**config.mk**
```make
export PLATFORM = sky130hd
export DESIGN_NAME = sleep_wakeup_list
export DESIGN_NICKNAME = d
export VERILOG_FILES = /design/src/rtl/slw_pkg.sv /design/src/rtl/slw_cell.sv /design/src/rtl/sleep_wakeup_list.sv
export SDC_FILE = /design/constraint.sdc
export NUM_CORES = 2
export LEC_CHECK = 0
export BUFFER_PORTS_ARGS = -buffer_cell sky130_fd_sc_hd__buf_2
export CAP_MARGIN = 20
export CORE_MARGIN = 3
export CORE_UTILIZATION = 35
export CTS_CLUSTER_SIZE = 28
export DETAILED_ROUTE_END_ITERATION = 10
export GPL_TIMING_DRIVEN = 1
export PLACE_DENSITY = 0.61
export SYNTH_ARGS = -nofsm -noshare
export SYNTH_HDL_FRONTEND = slang
export SYNTH_HIERARCHICAL = 1
export SYNTH_SLANG_ARGS = --single-unit
```
**constraint.sdc**
```tcl
create_clock -name aclk -period 15 [get_ports aclk]
set_clock_uncertainty 0.15 [all_clocks]
set_input_delay 3 -clock aclk [delete_from_list [all_inputs] [get_ports aclk]]
set_output_delay 3 -clock aclk [all_outputs]
set_load 0.05 [all_outputs]
```
**src/rtl/slw_pkg.sv**
```systemverilog
// ----------------------------------------------------------------------------
// slw_pkg
// Shared types and constants for the sleep/wakeup list and its cells.
// ----------------------------------------------------------------------------
package slw_pkg;

    localparam int SLOTS_DEFAULT = 16;

    localparam int TICK_W = 64;
    localparam int ID_W   = 8;
    localparam int DUR_W  = 32;
    localparam int NOW_W  = 63;
    localparam int KIND_W = 2;

    localparam int S_TDATA_W = 40;
    localparam int M_TDATA_W = 72;

    // Operation codes carried on s_tuser.
    localparam logic OP_SLEEP = 1'b0;
    localparam logic OP_TICK  = 1'b1;

    // Result kinds carried on m_tuser.
    localparam logic [KIND_W-1:0] KIND_WOKEN    = 2'd0;
    localparam logic [KIND_W-1:0] KIND_RETURNED = 2'd1;
    localparam logic [KIND_W-1:0] KIND_REJECTED = 2'd2;

    // Control broadcast from the sequencer to every cell.
    typedef struct packed {
        logic compare;   // latch the due flag against the current tick
        logic load;      // the cell whose index matches the target takes load data
        logic shift;     // every other cell takes its upper neighbor's contents
    } slw_ctrl_t;

endpackage

```
**src/rtl/slw_cell.sv**
```systemverilog
// ----------------------------------------------------------------------------
// slw_cell
// One entry of the sleeper chain: thread id, wake tick and due flag.
// ----------------------------------------------------------------------------
module slw_cell #(
    parameter int SLOTS = slw_pkg::SLOTS_DEFAULT,
    parameter int INDEX = 0,
    parameter int CW    = $clog2(SLOTS + 1)
) (
    input  logic                      aclk,
    input  logic                      aresetn,
    input  slw_pkg::slw_ctrl_t        ctrl,
    input  logic [CW-1:0]             tgt,
    input  logic [CW-1:0]             cnt,
    input  logic [slw_pkg::TICK_W-1:0] tick,
    input  logic [slw_pkg::ID_W-1:0]   load_id,
    input  logic [slw_pkg::TICK_W-1:0] load_wake,
    input  logic [slw_pkg::ID_W-1:0]   in_id,
    input  logic [slw_pkg::TICK_W-1:0] in_wake,
    input  logic                      in_due,
    output logic [slw_pkg::ID_W-1:0]   out_id,
    output logic [slw_pkg::TICK_W-1:0] out_wake,
    output logic                      out_due
);

    localparam logic [CW-1:0] IDX = CW'(INDEX);

    logic [slw_pkg::ID_W-1:0]   id_reg;
    logic [slw_pkg::TICK_W-1:0] wake_reg;
    logic                       due_reg;

    // Payload registers follow the chain without reset.
    always_ff @(posedge aclk) begin
        if (ctrl.load && (tgt == IDX)) begin
            id_reg   <= load_id;
            wake_reg <= load_wake;
        end else if (ctrl.shift) begin
            id_reg   <= in_id;
            wake_reg <= in_wake;
        end
    end

    always_ff @(posedge aclk) begin
        if (!aresetn) begin
            due_reg <= 1'b0;
        end else if (ctrl.compare) begin
            due_reg <= (IDX < cnt) && (wake_reg <= tick);
        end else if (ctrl.load && (tgt == IDX)) begin
            due_reg <= 1'b0;
        end else if (ctrl.shift) begin
            due_reg <= in_due;
        end
    end

    assign out_id   = id_reg;
    assign out_wake = wake_reg;
    assign out_due  = due_reg;

endmodule

```
**src/rtl/sleep_wakeup_list.sv**
```systemverilog
// ----------------------------------------------------------------------------
// sleep_wakeup_list
// Alarm-clock sleep queue: a tick counter and a chain of sleeping threads.
// ----------------------------------------------------------------------------
// A request on the s_ channel is either a sleep request (s_tuser = 0) or one
// timer tick (s_tuser = 1). A sleep request with a positive duration is
// appended to the end of the list with wake tick now + duration and gives no
// result; a zero or negative duration comes straight back with kind 1, and a
// positive one that finds all SLOTS entries in use is rejected with kind 2.
// A tick advances the 64-bit counter, then every cell compares its wake tick
// against the new count in parallel, and the chain is then rotated once
// through its head cell, one entry per cycle while no due head entry waits
// on the m_ side: due entries leave as results in insertion order, the others
// go back to the tail. The block takes no new request until the tick's sweep
// is done. The last result caused by a request carries m_tlast. Counter and
// wake ticks wrap modulo 2^64 and compare unsigned; m_tdata reports the low
// 63 bits of the count.
// ----------------------------------------------------------------------------
module sleep_wakeup_list #(
    parameter int SLOTS = slw_pkg::SLOTS_DEFAULT
) (
    input  logic                          aclk,
    input  logic                          aresetn,
    // Request channel.
    input  logic                          s_tvalid,
    output logic                          s_tready,
    // [7:0] thread_id, [39:8] sleep_ticks (signed)
    input  logic [slw_pkg::S_TDATA_W-1:0] s_tdata,
    // [0] operation
    input  logic                          s_tuser,
    // Result channel.
    output logic                          m_tvalid,
    input  logic                          m_tready,
    // [7:0] thread_id_res, [70:8] now_tick, [71] zero
    output logic [slw_pkg::M_TDATA_W-1:0] m_tdata,
    // [1:0] kind
    output logic [slw_pkg::KIND_W-1:0]    m_tuser,
    output logic                          m_tlast
);

    localparam int CW = $clog2(SLOTS + 1);

    localparam logic [1:0] ST_IDLE    = 2'd0;
    localparam logic [1:0] ST_COMPARE = 2'd1;
    localparam logic [1:0] ST_SWEEP   = 2'd2;

    localparam logic [CW-1:0] FULL = CW'(SLOTS);
    localparam logic [CW-1:0] ONE  = CW'(1);

    logic [1:0]                   state_reg, state_next;
    logic [slw_pkg::TICK_W-1:0]   tick_reg, tick_next;
    logic [CW-1:0]                count_reg, count_next;
    logic [CW-1:0]                rem_reg, rem_next;

    logic                         m_tvalid_reg, m_tvalid_next;
    logic [slw_pkg::ID_W-1:0]     m_id_reg, m_id_next;
    logic [slw_pkg::NOW_W-1:0]    m_now_reg, m_now_next;
    logic [slw_pkg::KIND_W-1:0]   m_kind_reg, m_kind_next;
    logic                         m_last_reg, m_last_next;

    // Request fields.
    logic                         req_op;
    logic [slw_pkg::ID_W-1:0]     req_id;
    logic [slw_pkg::DUR_W-1:0]    req_dur;
    logic                         req_positive;
    logic                         accept;
    logic                         out_free;

    // Chain wiring.
    slw_pkg::slw_ctrl_t           ctrl;
    logic [CW-1:0]                tgt;
    logic [slw_pkg::ID_W-1:0]     load_id;
    logic [slw_pkg::TICK_W-1:0]   load_wake;
    logic [slw_pkg::ID_W-1:0]     cell_id   [SLOTS];
    logic [slw_pkg::TICK_W-1:0]   cell_wake [SLOTS];
    logic [SLOTS-1:0]             cell_due;
    logic                         others_due;

    assign req_op       = s_tuser;
    assign req_id       = s_tdata[7:0];
    assign req_dur      = s_tdata[39:8];
    assign req_positive = (req_dur != '0) && !req_dur[slw_pkg::DUR_W-1];

    // The output register is free when empty or being drained this cycle.
    assign out_free = !m_tvalid_reg || m_tready;
    assign s_tready = (state_reg == ST_IDLE) && out_free;
    assign accept   = s_tvalid && s_tready;

    // Any due entry behind the head means the head is not the last result.
    assign others_due = |(cell_due & ~SLOTS'(1));

    always_comb begin
        state_next    = state_reg;
        tick_next     = tick_reg;
        count_next    = count_reg;
        rem_next      = rem_reg;
        m_tvalid_next = m_tvalid_reg && !m_tready;
        m_id_next     = m_id_reg;
        m_now_next    = m_now_reg;
        m_kind_next   = m_kind_reg;
        m_last_next   = m_last_reg;
        ctrl          = '0;
        tgt           = count_reg;
        load_id       = req_id;
        load_wake     = tick_reg + {{(slw_pkg::TICK_W - slw_pkg::DUR_W){1'b0}}, req_dur};

        case (state_reg)
            ST_IDLE: begin
                if (accept) begin
                    if (req_op == slw_pkg::OP_TICK) begin
                        tick_next  = tick_reg + 64'd1;
                        state_next = ST_COMPARE;
                    end else if (!req_positive || (count_reg == FULL)) begin
                        m_tvalid_next = 1'b1;
                        m_id_next     = req_id;
                        m_now_next    = tick_reg[slw_pkg::NOW_W-1:0];
                        m_kind_next   = req_positive ? slw_pkg::KIND_REJECTED
                                                     : slw_pkg::KIND_RETURNED;
                        m_last_next   = 1'b1;
                    end else begin
                        ctrl.load  = 1'b1;
                        count_next = count_reg + ONE;
                    end
                end
            end
            ST_COMPARE: begin
                ctrl.compare = 1'b1;
                rem_next     = count_reg;
                state_next   = (count_reg == '0) ? ST_IDLE : ST_SWEEP;
            end
            ST_SWEEP: begin
                tgt       = count_reg - ONE;
                load_id   = cell_id[0];
                load_wake = cell_wake[0];
                if (!cell_due[0] || out_free) begin
                    ctrl.shift = 1'b1;
                    if (cell_due[0]) begin
                        count_next    = count_reg - ONE;
                        m_tvalid_next = 1'b1;
                        m_id_next     = cell_id[0];
                        m_now_next    = tick_reg[slw_pkg::NOW_W-1:0];
                        m_kind_next   = slw_pkg::KIND_WOKEN;
                        m_last_next   = !others_due;
                    end else begin
                        // Kept entry goes back to the tail of the list.
                        ctrl.load = 1'b1;
                    end
                    rem_next = rem_reg - ONE;
                    if (rem_reg == ONE) begin
                        state_next = ST_IDLE;
                    end
                end
            end
            default: begin
                state_next = ST_IDLE;
            end
        endcase
    end

    always_ff @(posedge aclk) begin
        if (!aresetn) begin
            state_reg    <= ST_IDLE;
            tick_reg     <= '0;
            count_reg    <= '0;
            rem_reg      <= '0;
            m_tvalid_reg <= 1'b0;
        end else begin
            state_reg    <= state_next;
            tick_reg     <= tick_next;
            count_reg    <= count_next;
            rem_reg      <= rem_next;
            m_tvalid_reg <= m_tvalid_next;
        end
    end

    always_ff @(posedge aclk) begin
        m_id_reg   <= m_id_next;
        m_now_reg  <= m_now_next;
        m_kind_reg <= m_kind_next;
        m_last_reg <= m_last_next;
    end

    // The chain of cells: cell 0 holds the oldest entry.
    for (genvar i = 0; i < SLOTS; i++) begin : g_cell
        logic [slw_pkg::ID_W-1:0]   nb_id;
        logic [slw_pkg::TICK_W-1:0] nb_wake;
        logic                       nb_due;

        if (i == SLOTS - 1) begin : g_tail
            assign nb_id   = '0;
            assign nb_wake = '0;
            assign nb_due  = 1'b0;
        end else begin : g_body
            assign nb_id   = cell_id[i+1];
            assign nb_wake = cell_wake[i+1];
            assign nb_due  = cell_due[i+1];
        end

        slw_cell #(
            .SLOTS (SLOTS),
            .INDEX (i),
            .CW    (CW)
        ) u_cell (
            .aclk      (aclk),
            .aresetn   (aresetn),
            .ctrl      (ctrl),
            .tgt       (tgt),
            .cnt       (count_reg),
            .tick      (tick_reg),
            .load_id   (load_id),
            .load_wake (load_wake),
            .in_id     (nb_id),
            .in_wake   (nb_wake),
            .in_due    (nb_due),
            .out_id    (cell_id[i]),
            .out_wake  (cell_wake[i]),
            .out_due   (cell_due[i])
        );
    end

    assign m_tvalid = m_tvalid_reg;
    assign m_tdata  = {1'b0, m_now_reg, m_id_reg};
    assign m_tuser  = m_kind_reg;
    assign m_tlast  = m_last_reg;

endmodule
```
==> impl_metrics.toml <==
[worst_setup_path]
endpoint_kind = "register"
required_ns = 15.28
critPathLaunchType = "input port"
worstSetupPathType = "in2reg"
cp.arrival_ns = 7.39
worstPathMaxFanout = 41
slowest_stage = "nand2b_4"
critical_path.top_delay_family = "simple AND/OR/NAND/NOR gates"
cp_slowest_stage_delay_ns = 0.87
path_buf_inv = 3
cp_cell_sequence = "buf_2 > nor4_1 > nand4_1 > o21bai_1 > a311oi_1 > a32oi_1 > nor2_1 > buf_4 > nor4b_1 > nand3_4 > nand2b_4 > buf_4"
cp_common_cell = "buf_4"

[timing]
hold-worst-slack_ns = 0.3594
setup_viol = 0
report.final.slew_viol_count = 0
fin_crit_ns = 7.120
relSlewSlack_pct = 8.179
tightest_slew_ns = 1.360
rsz0062_at_grt = "false"
finalCritPeriodShare_pct = 47.46
achievable-frequency_ghz = 0.1405
tns_ns = 0
final_hold_viol_count = 0

[yosys]
synthCells = 7237
ys_types = 111
yosys_warnings = 6
ys_ff_latch = 1319
synth_edf_count = 1226
syn_avg_cell_area_um2 = 11.74
synth-seq-area-share_pct = 45.52
synth_area_mm2 = 0.08497
ys_async_sr_fraction_pct = 0
ys.flop_type = "edfxtp_1"

[grt]
grtUsageMet2_pct = 36.69
antenna_found_initial = 9
grt_pass1_wl_mm = 427.5
grtUsageTotal_pct = 23.21
grt_pass1_vias = 62110
grt_start_max_net_pins = 63
grt_overflow = 0
use_met1_pct = 30.36
gr-max-usage-layer = "met2"
grt_use_met3_pct = 4.377

[hold_path]
hp-class = "reg2reg"

[finish]
multi_input_area_mm2 = 0.04213
largest_register_ffs = 1024
final_nets = 8727
fin_area_mm2 = 0.09626
fin_cells = 10936
fillCellCount = 22751
area_delta_synth_final_pct = 13.29
drive_above_1_share_pct = 19.90
regArea_mm2 = 0.03868

[clocking]
clockBufferDepth = 3
post_cts_buffers = 0
clk_latency_ns = 0.84
clk_pin_slew_ns = 0.06
numCtsBuffers = 159
cts-hold-fix-buffers = 0
cts_resized = 0
ctsHtreeMaxLevel = 4
numClockSinks = 1319
clock-root-buffer = "clkbuf_16"
cts_tree = "yes"

[job]
drv_cap = 0

[floorplan]
die_w_um = 498.7
initial_core_util_pct = 35.26
num_io_pins = 122
die_y_um = 498.7
rows = 180
coreArea_mm2 = 0.2410
die_area_mm2 = 0.2487

[power]
total_power_mw = 8.500
power_density_mw_per_mm2 = 88.31
ir_drop_mv = 0.1217
p_leak_nw = 33.59

[detailed_routing]
first_pass_iters = 6
drc = 0
routed_wl_mm = 297.6
ant_nets = 0
drt-initial-drc-count = 6714
routedWlPerCell_um = 27.21
viasPerCell = 5.714
via_count = 62490

[place]
gp_congestion = 0.9207
place_area_mm2 = 0.09082
port_buffers = 120
post-dp-hpwl_mm = 207.7
place_inst = 10633

[outcome]
outcome = "completed"
routing by layer:
| layer | up-vias | wire length [um] |
|---|---|---|
| met1 | 31319 | 121700 |
| met4 | 4 | 16970 |
| met3 | 692 | 26070 |
| met2 | 2905 | 132800 |
| met5 | - | 30 |
| li1 | 27570 | - |
cells in the mapped netlist, types with 8 or more instances:
| cell type | n | area share, % |
|---|---|---|
| a211o_1 | 12 | 0.12 |
| a211oi_1 | 65 | 0.57 |
| a21boi_0 | 44 | 0.39 |
| a21o_1 | 129 | 1.1 |
| a21oi_1 | 438 | 2.6 |
| a221o_1 | 10 | 0.12 |
| a221oi_1 | 16 | 0.16 |
| a31oi_1 | 18 | 0.13 |
| and2_1 | 50 | 0.37 |
| and4_1 | 20 | 0.21 |
| buf_2 | 88 | 0.52 |
| buf_6 | 9 | 0.12 |
| clkbuf_1 | 72 | 0.32 |
| dfxtp_1 | 93 | 2.2 |
| edfxtp_1 | 1226 | 43 |
| ha_1 | 1064 | 16 |
| inv_1 | 1054 | 4.7 |
| mux2_1 | 323 | 4.3 |
| mux2_2 | 833 | 11 |
| mux2i_1 | 15 | 0.18 |
| nand2_1 | 302 | 1.3 |
| nand2b_1 | 26 | 0.19 |
| nand3_1 | 146 | 0.86 |
| nand3b_1 | 8 | 0.071 |
| nand4_1 | 222 | 1.6 |
| nand4_2 | 19 | 0.28 |
| nor2_1 | 170 | 0.75 |
| nor2b_1 | 42 | 0.31 |
| nor3_1 | 36 | 0.21 |
| nor4_1 | 37 | 0.27 |
| nor4_4 | 8 | 0.20 |
| nor4b_1 | 15 | 0.15 |
| nor4bb_1 | 15 | 0.18 |
| o211a_1 | 10 | 0.12 |
| o211ai_1 | 32 | 0.28 |
| o21a_1 | 13 | 0.11 |
| o21ai_0 | 174 | 1.0 |
| o21ai_1 | 20 | 0.12 |
| o21bai_1 | 8 | 0.071 |
| o221ai_1 | 8 | 0.082 |
| o31ai_1 | 15 | 0.13 |
| or3_1 | 37 | 0.27 |
| or4_1 | 11 | 0.097 |
| xnor2_1 | 78 | 0.80 |
| xor2_1 | 29 | 0.30 |
kinds of logic after synthesis:
kind of cell,Yosys count,share of synthesized area (%)
DFF,1319,45.52
and+or+nand+nor,1233,8.232
buffers and inverters,1229,5.656
muxes,1171,15.50
AOI/OAI and AO/OA,1112,8.294
adders and majority gates,1065,15.69
xor gates and xnor gates,107,1.103
other,1,0.004414
path summary, 6_finish.rpt:
| kind | depth (start not counted) | end | slack (ns) | startpoint |
|---|---|---|---|---|
| setup / recovery | 12 | g_cell[3].u_cell/out_wake[59] | 7.88 | s_tdata[9] |
| hold / removal | 0 | m_now_reg[44] | 0.36 | tick_reg[44] |
| setup reg to reg | 10 | g_cell[3].u_cell/out_wake[59] | 9.54 | count_reg[0] |
| hold reg to reg | 0 | m_now_reg[44] | 0.36 | tick_reg[44] |
power by group:
| part | switching [mW] | internal [mW] | leakage (nW) |
|---|---|---|---|
| logic | 0.276 | 0.129 | 19.1 |
| registers | 0.0326 | 4.05 | 11.9 |
| clock network | 1.70 | 2.31 | 2.61 |
area by class of cell:
type / count / share of cell area [%]
multi-input combinational: 4762 / 43.77
clock buffer: 210 / 4.522
inverter: 1055 / 4.117
antenna: 4 / 0.01040
clock inverter: 81 / 1.053
sequential: 1319 / 40.18
timing repair buffer: 320 / 2.211
tap: 3185 / 4.140
worst register-to-register path, cell delays in order, from the launching register on:
cell	delay, ns
dfxtp_1	0.75
inv_1	0.27
ha_1	0.31
a311oi_1	0.37
a32oi_1	0.15
nor2_1	0.12
buf_4	0.20
nor4b_1	0.45
nand3_4	0.64
nand2b_4	0.88
buf_4	0.71
through the flow:
step / utilization, % / worst slack [ns]
after floorplan: - / 7.435
after global placement: 37.67 / 6.875
after detailed placement: 37.69 / 6.832
after CTS: 39.91 / 7.665
after global routing: 39.94 / 7.663
final: 39.94 / 7.880
cell usage in the layout, fill, tap and decap left out, drive strengths merged, types with 72 or more instances in the layout:
cell type / instances
mux2: 1156
nor2: 170
a21oi: 439
dfxtp: 93
inv: 1062
xnor2: 78
buf: 319
a21o: 130
conb: 74
edfxtp: 1226
clkbuf: 211
o21ai: 197
nand3: 149
a211oi: 72
nand2: 304
ha: 1064
nand4: 243
No activity file was read; power rests on OpenSTA's default activity.
